===== src/rtl/als_pkg.sv =====
package als_pkg;

  localparam int unsigned POS_W      = 10;
  localparam int unsigned WIN_W      = 6;
  localparam int unsigned RATE_W     = 12;
  localparam int unsigned COUNT_W    = 16;
  localparam int unsigned US_W       = 16;
  localparam int unsigned SP_W       = 24;
  localparam int unsigned PROD_W     = US_W + RATE_W;
  localparam int unsigned STEP_W     = 17;
  localparam int unsigned CMD_W      = 2;
  localparam int unsigned CFG_IDX_W  = 3;
  localparam int unsigned CFG_DATA_W = 12;

  // floor(us * rate * 256 / 1e6) = floor(prod * 4 / 15625), done as a multiply by a
  // rounded-up reciprocal of 2^44 / 15625 and a shift; exact for prod below 2^28.
  localparam int unsigned RECIP_W     = 31;
  localparam int unsigned RECIP_SHIFT = 42;
  localparam logic [RECIP_W-1:0] RECIP_M = 31'd1125899907;

  localparam logic [POS_W-1:0] LONG_END  = 10'd250;
  localparam logic [POS_W-1:0] SHORT_END = 10'd225;

  typedef enum logic [2:0] {
    MODE_INIT     = 3'd0,
    MODE_HOME     = 3'd1,
    MODE_ARMING   = 3'd2,
    MODE_READY    = 3'd3,
    MODE_FIRING   = 3'd4,
    MODE_TWOSTAGE = 3'd5,
    MODE_PASSING  = 3'd6,
    MODE_RETRACT  = 3'd7
  } als_mode_e;

  typedef enum logic [CFG_IDX_W-1:0] {
    CFG_HOME_POS     = 3'd0,
    CFG_READY_POS    = 3'd1,
    CFG_FIRE_POS     = 3'd2,
    CFG_READY_WIN    = 3'd3,
    CFG_HOME_MARGIN  = 3'd4,
    CFG_RETRACT_RATE = 3'd5,
    CFG_SHOOT_RATE   = 3'd6,
    CFG_LOAD_RATE    = 3'd7
  } als_cfg_idx_e;

  localparam logic [CMD_W-1:0] DRIVE_NONE   = 2'd0;
  localparam logic [CMD_W-1:0] DRIVE_STOP   = 2'd1;
  localparam logic [CMD_W-1:0] DRIVE_DOWN   = 2'd2;
  localparam logic [CMD_W-1:0] OVR_KEEP     = 2'd0;
  localparam logic [CMD_W-1:0] OVR_ENABLE   = 2'd1;
  localparam logic [CMD_W-1:0] OVR_DISABLE  = 2'd2;
  localparam logic [CMD_W-1:0] COMP_KEEP    = 2'd0;
  localparam logic [CMD_W-1:0] COMP_OFF     = 2'd1;
  localparam logic [CMD_W-1:0] COMP_ON      = 2'd2;
  localparam logic [CMD_W-1:0] GRAB_KEEP    = 2'd0;
  localparam logic [CMD_W-1:0] GRAB_EXTEND  = 2'd1;
  localparam logic [CMD_W-1:0] GRAB_RETRACT = 2'd2;
  localparam logic [CMD_W-1:0] ROLL_STOP    = 2'd0;
  localparam logic [CMD_W-1:0] ROLL_IN      = 2'd1;
  localparam logic [CMD_W-1:0] ROLL_OUT     = 2'd2;

  typedef struct packed {
    logic [POS_W-1:0] home_pos;
    logic [POS_W-1:0] ready_pos;
    logic [POS_W-1:0] fire_pos;
    logic [WIN_W-1:0] ready_win;
    logic [WIN_W-1:0] home_margin;
  } als_cfg_t;

  typedef struct packed {
    logic ready_held;
    logic arm_held;
    logic pass_held;
    logic intake_held;
    logic shot_pressed;
    logic long_shot_pressed;
    logic short_shot_pressed;
    logic upper_limit_hit;
    logic lower_limit_hit;
    logic grabber_extended;
  } als_btn_t;

  typedef struct packed {
    logic signed [COUNT_W-1:0] count;
    logic [STEP_W-1:0]         step_retract;
    logic [STEP_W-1:0]         step_shoot;
    logic [STEP_W-1:0]         step_load;
    als_btn_t                  btn;
  } als_tick_t;

  typedef struct packed {
    logic [CMD_W-1:0] arm_drive;
    logic [CMD_W-1:0] override_cmd;
    logic             encoder_reset;
    logic [CMD_W-1:0] compressor_cmd;
    logic [CMD_W-1:0] grabber_cmd;
    logic [CMD_W-1:0] roller_cmd;
  } als_cmd_t;

  function automatic logic [STEP_W-1:0] ramp_step(input logic [PROD_W-1:0] prod);
    logic [PROD_W+RECIP_W-1:0] full;
    full = {{RECIP_W{1'b0}}, prod} * {{PROD_W{1'b0}}, RECIP_M};
    return full[RECIP_SHIFT +: STEP_W];
  endfunction

endpackage


===== src/rtl/als_mode_fsm.sv =====
module als_mode_fsm import als_pkg::*; (
  input  als_mode_e               mode_i,
  input  logic signed [SP_W-1:0]  setpoint_i,
  input  logic [POS_W-1:0]        stage_end_i,
  input  logic                    loop_i,
  input  als_cfg_t                cfg_i,
  input  als_tick_t               tick_i,
  output als_mode_e               mode_o,
  output logic signed [SP_W-1:0]  setpoint_o,
  output logic [POS_W-1:0]        stage_end_o,
  output logic                    loop_o,
  output als_cmd_t                cmd_o
);

  logic signed [17:0] cnt_x;
  logic signed [17:0] win_lo;
  logic signed [17:0] win_hi;
  logic signed [17:0] home_lim;
  logic signed [17:0] fire_x;
  logic signed [17:0] end_x;
  logic               in_window;
  logic               near_home;
  logic               fire_done;
  logic               stage_done;

  logic signed [25:0] sp_x;
  logic signed [25:0] home_sp;
  logic [POS_W-1:0]   up_target;
  logic [STEP_W-1:0]  up_step;
  logic signed [25:0] up_lim;
  logic signed [25:0] up_sum;
  logic signed [25:0] up_sp;
  logic signed [25:0] ret_base;
  logic signed [25:0] ret_diff;
  logic signed [25:0] ret_sp;

  assign cnt_x    = {{2{tick_i.count[COUNT_W-1]}}, tick_i.count};
  assign win_lo   = $signed({8'd0, cfg_i.ready_pos}) - $signed({12'd0, cfg_i.ready_win});
  assign win_hi   = $signed({8'd0, cfg_i.ready_pos}) + $signed({12'd0, cfg_i.ready_win});
  assign home_lim = $signed({8'd0, cfg_i.home_pos}) + $signed({12'd0, cfg_i.home_margin});
  assign fire_x   = $signed({8'd0, cfg_i.fire_pos});
  assign end_x    = $signed({8'd0, stage_end_i});

  assign in_window  = (cnt_x > win_lo) && (cnt_x < win_hi);
  assign near_home  = (cnt_x <= home_lim);
  assign fire_done  = tick_i.btn.upper_limit_hit || (cnt_x >= fire_x);
  assign stage_done = tick_i.btn.upper_limit_hit || (cnt_x >= end_x);

  // Positions in 1/256 counts, carried two bits wider than the setpoint so that
  // the ramp sums cannot wrap; every clamped result fits back into 24 bits.
  assign sp_x    = {{2{setpoint_i[SP_W-1]}}, setpoint_i};
  assign home_sp = $signed({8'd0, cfg_i.home_pos, 8'd0});

  assign up_target = (mode_i == MODE_READY)  ? cfg_i.ready_pos :
                     (mode_i == MODE_FIRING) ? cfg_i.fire_pos  : stage_end_i;
  assign up_step   = (mode_i == MODE_READY) ? tick_i.step_load : tick_i.step_shoot;
  assign up_lim    = $signed({8'd0, up_target, 8'd0});
  assign up_sum    = sp_x + $signed({9'd0, up_step});
  assign up_sp     = (up_sum >= up_lim) ? up_lim : up_sum;

  assign ret_base = near_home ? home_sp : sp_x;
  assign ret_diff = ret_base - $signed({9'd0, tick_i.step_retract});
  assign ret_sp   = (ret_diff <= home_sp) ? home_sp : ret_diff;

  always_comb begin : next_mode
    mode_o = mode_i;
    unique case (mode_i)
      MODE_INIT: begin
        if (tick_i.btn.lower_limit_hit) begin
          mode_o = MODE_HOME;
        end
      end
      MODE_HOME: begin
        // Later requests win: ready, then arm, then pass.
        if (tick_i.btn.pass_held) begin
          mode_o = MODE_PASSING;
        end else if (tick_i.btn.arm_held) begin
          mode_o = MODE_ARMING;
        end else if (tick_i.btn.ready_held) begin
          mode_o = MODE_READY;
        end
      end
      MODE_ARMING: begin
        if (!tick_i.btn.arm_held) begin
          mode_o = MODE_HOME;
        end
      end
      MODE_READY: begin
        if (!tick_i.btn.ready_held) begin
          mode_o = MODE_RETRACT;
        end else if (in_window && tick_i.btn.grabber_extended) begin
          if (tick_i.btn.long_shot_pressed || tick_i.btn.short_shot_pressed) begin
            mode_o = MODE_TWOSTAGE;
          end else if (tick_i.btn.shot_pressed) begin
            mode_o = MODE_FIRING;
          end
        end
      end
      MODE_FIRING: begin
        if (fire_done) begin
          mode_o = MODE_RETRACT;
        end
      end
      MODE_TWOSTAGE: begin
        if (stage_done) begin
          mode_o = MODE_RETRACT;
        end
      end
      MODE_PASSING: begin
        if (!tick_i.btn.pass_held) begin
          mode_o = MODE_HOME;
        end
      end
      MODE_RETRACT: begin
        if (near_home) begin
          mode_o = MODE_HOME;
        end
      end
    endcase
  end

  always_comb begin : outputs
    cmd_o       = '0;
    setpoint_o  = setpoint_i;
    stage_end_o = stage_end_i;
    loop_o      = loop_i;

    // Grabber and rollers follow the mode held before this item.
    unique case (mode_i)
      MODE_INIT: begin
        cmd_o.grabber_cmd = GRAB_EXTEND;
      end
      MODE_HOME: begin
        cmd_o.grabber_cmd = GRAB_RETRACT;
        cmd_o.roller_cmd  = tick_i.btn.intake_held ? ROLL_IN : ROLL_STOP;
      end
      MODE_ARMING: begin
        cmd_o.grabber_cmd = GRAB_EXTEND;
        cmd_o.roller_cmd  = (tick_i.btn.grabber_extended && tick_i.btn.intake_held) ?
                            ROLL_IN : ROLL_STOP;
      end
      MODE_READY, MODE_FIRING, MODE_RETRACT: begin
        cmd_o.grabber_cmd = GRAB_EXTEND;
        cmd_o.roller_cmd  = tick_i.btn.grabber_extended ? ROLL_STOP : ROLL_IN;
      end
      MODE_PASSING: begin
        cmd_o.grabber_cmd = GRAB_RETRACT;
        cmd_o.roller_cmd  = tick_i.btn.grabber_extended ? ROLL_STOP : ROLL_OUT;
      end
      MODE_TWOSTAGE: begin
        cmd_o.grabber_cmd = GRAB_KEEP;
        cmd_o.roller_cmd  = ROLL_STOP;
      end
    endcase

    unique case (mode_i)
      MODE_INIT: begin
        if (tick_i.btn.lower_limit_hit) begin
          cmd_o.arm_drive     = DRIVE_STOP;
          cmd_o.encoder_reset = 1'b1;
          loop_o              = 1'b1;
          setpoint_o          = home_sp[SP_W-1:0];
        end else if (tick_i.btn.grabber_extended) begin
          cmd_o.arm_drive = DRIVE_DOWN;
        end
      end
      MODE_HOME: begin
        if (tick_i.btn.ready_held) begin
          cmd_o.compressor_cmd = COMP_OFF;
        end
      end
      MODE_ARMING: begin
        if (tick_i.btn.lower_limit_hit) begin
          cmd_o.arm_drive     = DRIVE_STOP;
          cmd_o.encoder_reset = 1'b1;
          loop_o              = 1'b1;
          setpoint_o          = '0;
        end else begin
          cmd_o.arm_drive = DRIVE_DOWN;
        end
        if (!tick_i.btn.arm_held) begin
          cmd_o.arm_drive = DRIVE_STOP;
          loop_o          = 1'b1;
          setpoint_o      = home_sp[SP_W-1:0];
        end
      end
      MODE_READY: begin
        if (!tick_i.btn.ready_held) begin
          setpoint_o = {tick_i.count, 8'd0};
        end else if (in_window) begin
          if (tick_i.btn.grabber_extended) begin
            if (tick_i.btn.shot_pressed || tick_i.btn.long_shot_pressed ||
                tick_i.btn.short_shot_pressed) begin
              cmd_o.override_cmd = OVR_ENABLE;
            end
            if (tick_i.btn.short_shot_pressed) begin
              stage_end_o = SHORT_END;
            end else if (tick_i.btn.long_shot_pressed) begin
              stage_end_o = LONG_END;
            end
          end
        end else if (tick_i.btn.grabber_extended) begin
          setpoint_o = up_sp[SP_W-1:0];
        end
      end
      MODE_FIRING: begin
        if (fire_done) begin
          setpoint_o         = {6'd0, cfg_i.fire_pos, 8'd0};
          cmd_o.override_cmd = OVR_DISABLE;
        end else begin
          setpoint_o = up_sp[SP_W-1:0];
        end
      end
      MODE_TWOSTAGE: begin
        if (stage_done) begin
          setpoint_o         = {6'd0, stage_end_i, 8'd0};
          cmd_o.override_cmd = OVR_DISABLE;
        end else begin
          setpoint_o = up_sp[SP_W-1:0];
        end
      end
      MODE_PASSING: begin
        setpoint_o = setpoint_i;
      end
      MODE_RETRACT: begin
        if (near_home) begin
          cmd_o.compressor_cmd = COMP_ON;
        end
        setpoint_o = ret_sp[SP_W-1:0];
      end
    endcase
  end

endmodule


===== src/rtl/arm_launch_sequencer_unit.sv =====
// Arm launch sequencer. Each item is one control tick; it yields exactly one
// result carrying the new setpoint (signed, 1/256 counts), the mode after the tick
// and the drive, override, encoder-reset, compressor, grabber and roller commands.
// The block is a three-stage pipeline and takes one item every cycle unless a
// stalled result has backed it up. The first stage forms elapsed_us times each
// of the three ramp rates, the second turns those products into ramp steps with
// a reciprocal multiplier, and the result stage runs the mode logic and updates
// the mode, setpoint, two-stage end and loop-enable registers, which drive the
// result ports directly. Ready falls only when the result is held and both
// earlier stages are full. Configuration writes must be made while no item is
// in flight.
module arm_launch_sequencer_unit import als_pkg::*; (
  input  logic                         clk_i,
  input  logic                         rst_ni,
  input  logic                         cfg_we_i,
  input  logic [CFG_IDX_W-1:0]         cfg_idx_i,
  input  logic [CFG_DATA_W-1:0]        cfg_data_i,
  input  logic                         in_valid_i,
  output logic                         in_ready_o,
  input  logic signed [COUNT_W-1:0]    encoder_count_i,
  input  logic [US_W-1:0]              elapsed_us_i,
  input  logic                         ready_held_i,
  input  logic                         arm_held_i,
  input  logic                         pass_held_i,
  input  logic                         intake_held_i,
  input  logic                         shot_pressed_i,
  input  logic                         long_shot_pressed_i,
  input  logic                         short_shot_pressed_i,
  input  logic                         upper_limit_hit_i,
  input  logic                         lower_limit_hit_i,
  input  logic                         grabber_extended_i,
  output logic                         out_valid_o,
  input  logic                         out_ready_i,
  output logic signed [SP_W-1:0]       setpoint_out_o,
  output logic                         controller_on_o,
  output logic [CMD_W-1:0]             arm_drive_o,
  output logic [CMD_W-1:0]             override_cmd_o,
  output logic                         encoder_reset_o,
  output logic [CMD_W-1:0]             compressor_cmd_o,
  output logic [CMD_W-1:0]             grabber_cmd_o,
  output logic [CMD_W-1:0]             roller_cmd_o,
  output logic [2:0]                   mode_out_o
);

  als_cfg_t            cfg_q;
  logic [RATE_W-1:0]   retract_rate_q;
  logic [RATE_W-1:0]   shoot_rate_q;
  logic [RATE_W-1:0]   load_rate_q;

  logic                      s1_valid_q;
  logic signed [COUNT_W-1:0] s1_count_q;
  als_btn_t                  s1_btn_q;
  logic [PROD_W-1:0]         s1_prod_retract_q;
  logic [PROD_W-1:0]         s1_prod_shoot_q;
  logic [PROD_W-1:0]         s1_prod_load_q;

  logic      s2_valid_q;
  als_tick_t s2_tick_q;

  logic                   out_valid_q;
  als_cmd_t               cmd_q;
  als_mode_e              mode_q;
  als_mode_e              mode_d;
  logic signed [SP_W-1:0] setpoint_q;
  logic signed [SP_W-1:0] setpoint_d;
  logic [POS_W-1:0]       stage_end_q;
  logic [POS_W-1:0]       stage_end_d;
  logic                   loop_q;
  logic                   loop_d;
  als_cmd_t               cmd_d;

  logic adv_out;
  logic adv_s2;
  logic adv_s1;
  logic load_out;

  assign adv_out    = !out_valid_q || out_ready_i;
  assign adv_s2     = !s2_valid_q || adv_out;
  assign adv_s1     = !s1_valid_q || adv_s2;
  assign in_ready_o = adv_s1;
  assign load_out   = s2_valid_q && adv_out;

  always_ff @(posedge clk_i or negedge rst_ni) begin
    if (!rst_ni) begin
      cfg_q.home_pos    <= 10'd5;
      cfg_q.ready_pos   <= 10'd30;
      cfg_q.fire_pos    <= 10'd225;
      cfg_q.ready_win   <= 6'd6;
      cfg_q.home_margin <= 6'd5;
      retract_rate_q    <= 12'd250;
      shoot_rate_q      <= 12'd900;
      load_rate_q       <= 12'd100;
    end else if (cfg_we_i) begin
      unique case (als_cfg_idx_e'(cfg_idx_i))
        CFG_HOME_POS:     cfg_q.home_pos    <= cfg_data_i[POS_W-1:0];
        CFG_READY_POS:    cfg_q.ready_pos   <= cfg_data_i[POS_W-1:0];
        CFG_FIRE_POS:     cfg_q.fire_pos    <= cfg_data_i[POS_W-1:0];
        CFG_READY_WIN:    cfg_q.ready_win   <= cfg_data_i[WIN_W-1:0];
        CFG_HOME_MARGIN:  cfg_q.home_margin <= cfg_data_i[WIN_W-1:0];
        CFG_RETRACT_RATE: retract_rate_q    <= cfg_data_i[RATE_W-1:0];
        CFG_SHOOT_RATE:   shoot_rate_q      <= cfg_data_i[RATE_W-1:0];
        CFG_LOAD_RATE:    load_rate_q       <= cfg_data_i[RATE_W-1:0];
      endcase
    end
  end

  // Pipeline occupancy and the sequencer state.
  always_ff @(posedge clk_i or negedge rst_ni) begin
    if (!rst_ni) begin
      s1_valid_q  <= 1'b0;
      s2_valid_q  <= 1'b0;
      out_valid_q <= 1'b0;
      mode_q      <= MODE_INIT;
      setpoint_q  <= '0;
      stage_end_q <= '0;
      loop_q      <= 1'b0;
    end else begin
      if (adv_s1) begin
        s1_valid_q <= in_valid_i;
      end
      if (adv_s2) begin
        s2_valid_q <= s1_valid_q;
      end
      if (adv_out) begin
        out_valid_q <= s2_valid_q;
      end
      if (load_out) begin
        mode_q      <= mode_d;
        setpoint_q  <= setpoint_d;
        stage_end_q <= stage_end_d;
        loop_q      <= loop_d;
      end
    end
  end

  always_ff @(posedge clk_i) begin
    if (in_valid_i && adv_s1) begin
      s1_count_q                  <= encoder_count_i;
      s1_btn_q.ready_held         <= ready_held_i;
      s1_btn_q.arm_held           <= arm_held_i;
      s1_btn_q.pass_held          <= pass_held_i;
      s1_btn_q.intake_held        <= intake_held_i;
      s1_btn_q.shot_pressed       <= shot_pressed_i;
      s1_btn_q.long_shot_pressed  <= long_shot_pressed_i;
      s1_btn_q.short_shot_pressed <= short_shot_pressed_i;
      s1_btn_q.upper_limit_hit    <= upper_limit_hit_i;
      s1_btn_q.lower_limit_hit    <= lower_limit_hit_i;
      s1_btn_q.grabber_extended   <= grabber_extended_i;
      s1_prod_retract_q <= {{RATE_W{1'b0}}, elapsed_us_i} * {{US_W{1'b0}}, retract_rate_q};
      s1_prod_shoot_q   <= {{RATE_W{1'b0}}, elapsed_us_i} * {{US_W{1'b0}}, shoot_rate_q};
      s1_prod_load_q    <= {{RATE_W{1'b0}}, elapsed_us_i} * {{US_W{1'b0}}, load_rate_q};
    end
    if (s1_valid_q && adv_s2) begin
      s2_tick_q.count        <= s1_count_q;
      s2_tick_q.btn          <= s1_btn_q;
      s2_tick_q.step_retract <= ramp_step(s1_prod_retract_q);
      s2_tick_q.step_shoot   <= ramp_step(s1_prod_shoot_q);
      s2_tick_q.step_load    <= ramp_step(s1_prod_load_q);
    end
    if (load_out) begin
      cmd_q <= cmd_d;
    end
  end

  als_mode_fsm u_fsm (
    .mode_i      (mode_q),
    .setpoint_i  (setpoint_q),
    .stage_end_i (stage_end_q),
    .loop_i      (loop_q),
    .cfg_i       (cfg_q),
    .tick_i      (s2_tick_q),
    .mode_o      (mode_d),
    .setpoint_o  (setpoint_d),
    .stage_end_o (stage_end_d),
    .loop_o      (loop_d),
    .cmd_o       (cmd_d)
  );

  assign out_valid_o      = out_valid_q;
  assign setpoint_out_o   = setpoint_q;
  assign controller_on_o  = loop_q;
  assign mode_out_o       = mode_q;
  assign arm_drive_o      = cmd_q.arm_drive;
  assign override_cmd_o   = cmd_q.override_cmd;
  assign encoder_reset_o  = cmd_q.encoder_reset;
  assign compressor_cmd_o = cmd_q.compressor_cmd;
  assign grabber_cmd_o    = cmd_q.grabber_cmd;
  assign roller_cmd_o     = cmd_q.roller_cmd;

  // Once the position loop is on, only reset turns it off.
  a_loop_sticky: assert property (@(posedge clk_i) disable iff (!rst_ni)
    loop_q |=> loop_q)
    else $error("position loop dropped without reset");

  a_encrst_stops: assert property (@(posedge clk_i) disable iff (!rst_ni)
    (out_valid_o && encoder_reset_o) |-> (arm_drive_o == DRIVE_STOP))
    else $error("encoder reset without arm stop");

  a_stage_end: assert property (@(posedge clk_i) disable iff (!rst_ni)
    (mode_q == MODE_TWOSTAGE) |-> (stage_end_q == LONG_END || stage_end_q == SHORT_END))
    else $error("two-stage shot with unknown end position");

  // The state doubles as the result payload, so it must hold while a result waits.
  a_state_held: assert property (@(posedge clk_i) disable iff (!rst_ni)
    (out_valid_o && !out_ready_i) |=> ($stable(mode_q) && $stable(setpoint_q)))
    else $error("state changed under a stalled result");

endmodule

===== config.mk =====
export PLATFORM = sky130hd
export DESIGN_NAME = arm_launch_sequencer_unit
export DESIGN_NICKNAME = d
export VERILOG_FILES = /design/src/rtl/als_pkg.sv /design/src/rtl/als_mode_fsm.sv /design/src/rtl/arm_launch_sequencer_unit.sv
export SDC_FILE = /design/constraint.sdc
export NUM_CORES = 2
export LEC_CHECK = 0
export BUFFER_PORTS_ARGS = -buffer_cell sky130_fd_sc_hd__clkbuf_2
export CAP_MARGIN = 20
export CORE_ASPECT_RATIO = 0.9
export CORE_MARGIN = 1.5
export CORE_UTILIZATION = 40
export CTS_CLUSTER_DIAMETER = 150
export CTS_CLUSTER_SIZE = 12
export DETAILED_ROUTE_END_ITERATION = 6
export HOLD_SLACK_MARGIN = 0.03
export SYNTH_ARGS = -nofsm -noshare
export SYNTH_HDL_FRONTEND = slang
export SYNTH_HIERARCHICAL = 1
export SYNTH_SLANG_ARGS = --single-unit
export TNS_END_PERCENT = 20

===== constraint.sdc =====
create_clock -name clk_i -period 24.9 [get_ports clk_i]
set_input_delay 2.49 -clock clk_i [delete_from_list [all_inputs] [get_ports clk_i]]
set_output_delay 2.49 -clock clk_i [all_outputs]
set_load 0.02 [all_outputs]

Word-level counts from Yosys, hierarchy flattened
Index checks and enable logic that the tools add are counted.
W data, S select, Z words.
{"block": "word_totals", "mem_count": 0, "word_cells": 187, "latchBits": 0, "inputBits": 62, "romBits": 0, "output_inout_bits": 41, "ramBits": 0, "register_bits": 317}
{"block": "op_classes", "n_reduce_logical": 38, "n_div": 0, "bitwise": 0, "n_lt_le_gt_ge": 7, "shift": 0, "mul": 6, "n_addsub": 5, "n_eq_ne": 26, "muxes": 56}
{"op": "$mux W24", "n": 10}
{"op": "$mul A28 B31 Y59 const B", "n": 3}
{"op": "$pmux W24 S6", "n": 1}
{"op": "$mul A16 B12 Y28", "n": 3}
{"op": "$mux W10", "n": 4}
{"op": "$mux W3", "n": 13}
{"op": "$ge A16 B11 Y1", "n": 2}
{"op": "$le A26 B19 Y1", "n": 1}
{"op": "$mux W26", "n": 1}
{"op": "$sub A26 B18 Y26", "n": 1}
{"op": "$add A24 B18 Y25", "n": 1}
{"op": "$ge A25 B19 Y1", "n": 1}
{"op": "$eq A3 B3 Y1 const B", "n": 8}
{"op": "$pmux W3 S8", "n": 1}
{"op": "$add A10 B6 Y11", "n": 2}
{"op": "$mux W2", "n": 11}
{"op": "$reduce_and A2 Y1", "n": 9}
{"op": "$mux W17", "n": 1}
{"op": "$gt A16 B11 Y1", "n": 1}
{"op": "$le A16 B12 Y1", "n": 1}
{"op": "$lt A16 B12 Y1", "n": 1}
{"op": "$eq A3 B2 Y1 const B", "n": 4}
{"op": "$ne A3 B3 Y1 const B", "n": 4}
{"op": "$pmux W2 S3", "n": 2}
{"op": "20 further kinds", "n": 52}

Longest topological paths before layout
{"block": "depth", "ltp_word": 9, "depth_mapped": 44, "mapped_depth_nobuf": 38}

Cells and area by module
The synthesis kept the hierarchy.
{"mod": "arm_launch_sequencer_unit", "area_per_inst_um2": 65699.3, "seq_area_each_um2": 8957.3, "cells_each": 6460, "n_inst": 1}
{"mod": "als_mode_fsm", "area_per_inst_um2": 7343.3, "seq_area_each_um2": 0.0, "cells_each": 1116, "n_inst": 1}

Worst setup path before layout
Ideal clock, no wire load.
{"block": "synth_path", "kind": "register to register", "start": "register cfg_q[32] in the netlist's numbering", "end": "register setpoint_q[12] (netlist: setpoint_out_o[12])", "t_arrival_ns": 7.858, "setup_ns": 0.125, "path_stages_with_launch": 40, "path_buffers": 6, "required_ns": 24.775, "path_slack_ns": 16.917, "period_less_slack_ns": 7.983, "path_cell_list": "dfstp_2 ha_1 inv_1 fa_1 inv_1 a21oi_1 o21bai_1 a21o_1 a21o_1 and3_1 nand3_1 ha_1 nand3_1 and4b_1 a211oi_1 clkbuf_1 clkbuf_1 clkbuf_1 (+4 left out) clkbuf_1 nand3_1 a211o_1 a21o_1 a211oi_1 nor2_1 xnor2_1 ha_1 nand4_1 or2_2 nor4_1 nand4_1 a22oi_1 a31oi_1 buf_2 mux2i_1 o22ai_1 mux2_2"}
{"block": "synth_between", "elab_chain_len": 7}
{"item": "from (decl)", "line_no": "arm_launch_sequencer_unit.sv:45", "source": "als_cfg_t cfg_q;"}
{"item": "$add A10 B6 Y11", "line_no": "als_mode_fsm.sv:40", "source": "assign home_lim = $signed({8'd0, cfg_i.home_pos}) + $signed({12'd0, cfg_i.home_margin});"}
{"item": "$le A16 B12 Y1", "line_no": "als_mode_fsm.sv:45", "source": "assign near_home = (cnt_x <= home_lim);"}
{"item": "$mux W26", "line_no": "als_mode_fsm.sv:61", "source": "assign ret_base = near_home ? home_sp : sp_x;"}
{"item": "$sub A26 B18 Y26", "line_no": "als_mode_fsm.sv:62", "source": "assign ret_diff = ret_base - $signed({9'd0, tick_i.step_retract});"}
{"item": "$le A26 B19 Y1", "line_no": "als_mode_fsm.sv:63", "source": "assign ret_sp = (ret_diff <= home_sp) ? home_sp : ret_diff;"}
{"item": "$mux W24 *", "line_no": "als_mode_fsm.sv:63"}
{"item": "$pmux W24 S6 *", "line_no": "als_mode_fsm.sv:156", "source": "unique case (mode_i)"}
{"item": "via setpoint_d[12]", "line_no": "arm_launch_sequencer_unit.sv:65", "source": "logic signed [SP_W-1:0] setpoint_d;"}
{"item": "to (signal assigned)", "line_no": "arm_launch_sequencer_unit.sv:129", "source": "setpoint_q <= setpoint_d;"}
{"item": "to (decl)", "line_no": "arm_launch_sequencer_unit.sv:64", "source": "logic signed [SP_W-1:0] setpoint_q;"}
The timed path passes the listed nets; every way through them passes the cells marked *.
A chain may end at the register's enable or synchronous reset.

Worst setup path after layout
{"block": "layout_path", "start": "register cfg_q[32] in the netlist's numbering", "end": "register setpoint_q[14] (netlist: setpoint_out_o[14])"}
The elaborated chain is that of the path after synthesis.

==> summary.txt <==
Outcome
  • Status: complete, no violations

Clocking
  • Post-CTS setup buffer count: 0
  • Root buf cell: clkbuf_16
  • CTS H-tree lvls: 1
  • Clock Sink Count: 317
  • Maximum root-to-sink buffer count: 3
  • CTS resizes: 0
  • CTS buffer count: 30
  • Clk slew on worst S/H paths: 0.08 ns
  • CTS tree: done
  • Clock latency on the worst-skew pair: between 0.6 and 0.7 ns
  • # hold bufs at CTS: 0

Logic synthesis
  • Synthesized area: 73000 um^2
  • Largest cells by area after synthesis: fa_1, ha_1, inv_1, edfxtp_1, nand2_1
  • Sequential share of the synthesized area: approximately an eighth
  • Netlist cell types: 94
  • FF+latch count, synth: about 320
  • Syn Inst Count: about 7600
  • Post-synth top flop: edfxtp_1
  • Async SR Flop Fraction: between 30 and 40%
  • Synth area leader: fa_1
  • Syn Nets: 10100
  • Ys Warns: 6
  • Most numerous cell in the Yosys netlist: inv_1
  • Top cell type's share of synthesized area: between 30 and 40%
  • Avg Cell Area, Syn: a little under 10 um^2
  • Number of enable flip-flop cells after synthesis: 198
  • Top cells by count, synth: inv_1, fa_1, ha_1

Worst setup path
  • Critical Path Start Type: flop
  • Worst r2r path cells: 37
  • Most common cell on crit path: ha_1
  • Reg-to-reg setup timing slack: about 16 ns
  • Critical path class: reg2reg
  • Worst-path fanout max: 49
  • Max incr delay on CP: approximately 0.57 ns
  • Slowest CP cell: dfstp_2
  • Worst endpoint data arrival time: 9.17 ns
  • CP required: ~25 ns
  • CP Capture Type: flop

Min path
  • Hold Path Class: reg2reg
  • Hold-critical path depth: 0

Drt
  • Drt first pass iters: 6
  • Via count: between 50000 and 60000
  • Per-cell routed wire length: about 20 um
  • First DRT Iteration DRCs: between 3000 and 4000
  • Final WL: between 200000 and 250000 um
  • Routed Antenna Nets: 0
  • DRC Markers: 0
  • Via/cell ratio: between 5 and 6

Timing
  • Slew HR: between 20 and 30%
  • Minimum clock period: around 8.6 ns
  • Post-route setup slack: 16.26 ns
  • Final Skew: ~0.050 ns
  • Crit share post-route: 34.7%
  • Worst Tran Pin Value: 1.05 ns
  • Total negative setup slack: 0 ns
  • Final Hold Viols: 0
  • Fin Hold WS: a little over 0.4 ns
  • Setup repair after global routing missed its margin: false
  • Max Transition Viols Final: 0
  • Peak Freq: ~120 MHz
  • Finish-stage setup viols: 0

GRT
  • Vias in the first global route: approximately 55000
  • Largest net degree at the start of global routing: ~70
  • Total gr overflow: 0
  • Initial antenna violation count: 10
  • GRT Total Usage: between 20% and 30%
  • First-pass GRT wire length: ~320000 um

Job
  • Max-Cap Viols: 0

Layout
  • Share of layout cells above drive strength 1: between 4 and 5%
  • P&R area growth vs syn: 5.44%
  • Fin nets: 10100

Die
  • Floorplan core area: around 180000 um^2
  • Top-Level Pins: roughly 100
  • Initial Util: ~40%
  • Die area: around 190000 um^2
  • Die Y-Extent: just over 400 um
  • Die Wd: ~450 um
  • Row cnt: 148

Place
  • Global placement routability congestion: approximately 0.96
  • Worst slack, placed: ~16 ns
  • Number of port buffers: 102
  • Post-DP HPWL: about 170000 um
-- path summary, 6_finish.rpt --
check / endpoint / startpoint
setup / recovery: setpoint_out_o[14]$_DFFE_PN0P_ / cfg_q[32]$_DFFE_PN1P_
hold / removal: s2_tick_q[63]$_DFFE_PP_ / s1_count_q[2]$_DFFE_PP_
setup reg to reg: setpoint_out_o[14]$_DFFE_PN0P_ / cfg_q[32]$_DFFE_PN1P_
hold reg to reg: s2_tick_q[63]$_DFFE_PP_ / s1_count_q[2]$_DFFE_PP_
max in group asynchronous: cfg_q[14]$_DFFE_PN0P_ / rst_ni
min in group asynchronous: controller_on_o$_DFFE_PN0P_ / rst_ni
-- placed cells by master, fill, tap and decap left out, types with 28 or more instances in the layout --
cell,n
a21o_1,118
a21oi_1,233
a22oi_1,28
and2_1,183
and3_1,35
buf_4,34
clkbuf_16,30
clkbuf_2,101
dfrtp_1,92
edfxtp_1,198
fa_1,1262
ha_1,1207
inv_1,2069
mux2_2,116
mux2i_1,36
nand2_1,620
nand3_1,85
nand4_1,45
nor2_1,169
nor2b_1,39
nor3_1,53
o211ai_1,34
o21a_1,33
o21ai_0,129
or2_2,38
xnor2_1,119
xor2_1,55
-- logic make-up after synthesis --
| group | Yosys count | synth area share [%] |
|---|---|---|
| compound gates | 832 | 7.51 |
| xor+xnor | 174 | 2.09 |
| fa+ha+maj | 2469 | 55.3 |
| buf+inv | 2258 | 11.6 |
| flops | 317 | 12.3 |
| mux | 152 | 2.28 |
| simple gates | 1374 | 8.98 |
-- layout make-up --
class                   count  area [um^2]
fillers                 17700       104000
multi-input cells        5001        55600
flip-flops and latches    317         8960
inverters                2070         7770
well taps                2400         3000
clock buffers              54          841
repair buffers            135          761
clock inverters             2         38.8
diodes                      8         20.0
-- stage by stage --
stage	cells	util (%)	area (um^2)
after floorplan	7576	-	73000
after global placement	9922	42.0	76100
after detailed placement	9923	42.0	76100
final	9987	42.5	77000
after CTS	9979	42.5	77000
after global routing	9986	42.5	77000
-- per-layer routing --
layer / global-route usage (%) / vias to the layer above / routed length, um
li1: - / 23700 / -
met1: 32.9 / 26400 / 94700
met2: 35.0 / 1407 / 90400
met3: 3.05 / 207 / 13000
met4: 4.44 / 0 / 4070
met5: 0 / - / 0
-- critical path: cells and delay by family, from the launching register on --
kind | cells | cell delay [ns]
adders and majority gates | 5 | 1.57
xor gates and xnor gates | 1 | 0.17
buffers and inverters | 4 | 0.68
muxes | 2 | 0.48
and+or+nand+nor | 11 | 2.38
AOI/OAI and AO/OA | 14 | 2.59
DFF | 1 | 0.57
-- state kept, by name (all words and copies together) (netlist names), 12 cells and up --
name	count
s1_count_q	16
retract_rate_q	12
shoot_rate_q	12
s1_prod_load_q	28
cfg_q	42
s1_prod_retract_q	28
load_rate_q	12
s2_tick_q	77
setpoint_out_o	24
s1_prod_shoot_q	28
Power is left out: the tool's default activity adds up to more than one toggle a clock period on the data nets, which glitch-free logic cannot reach.
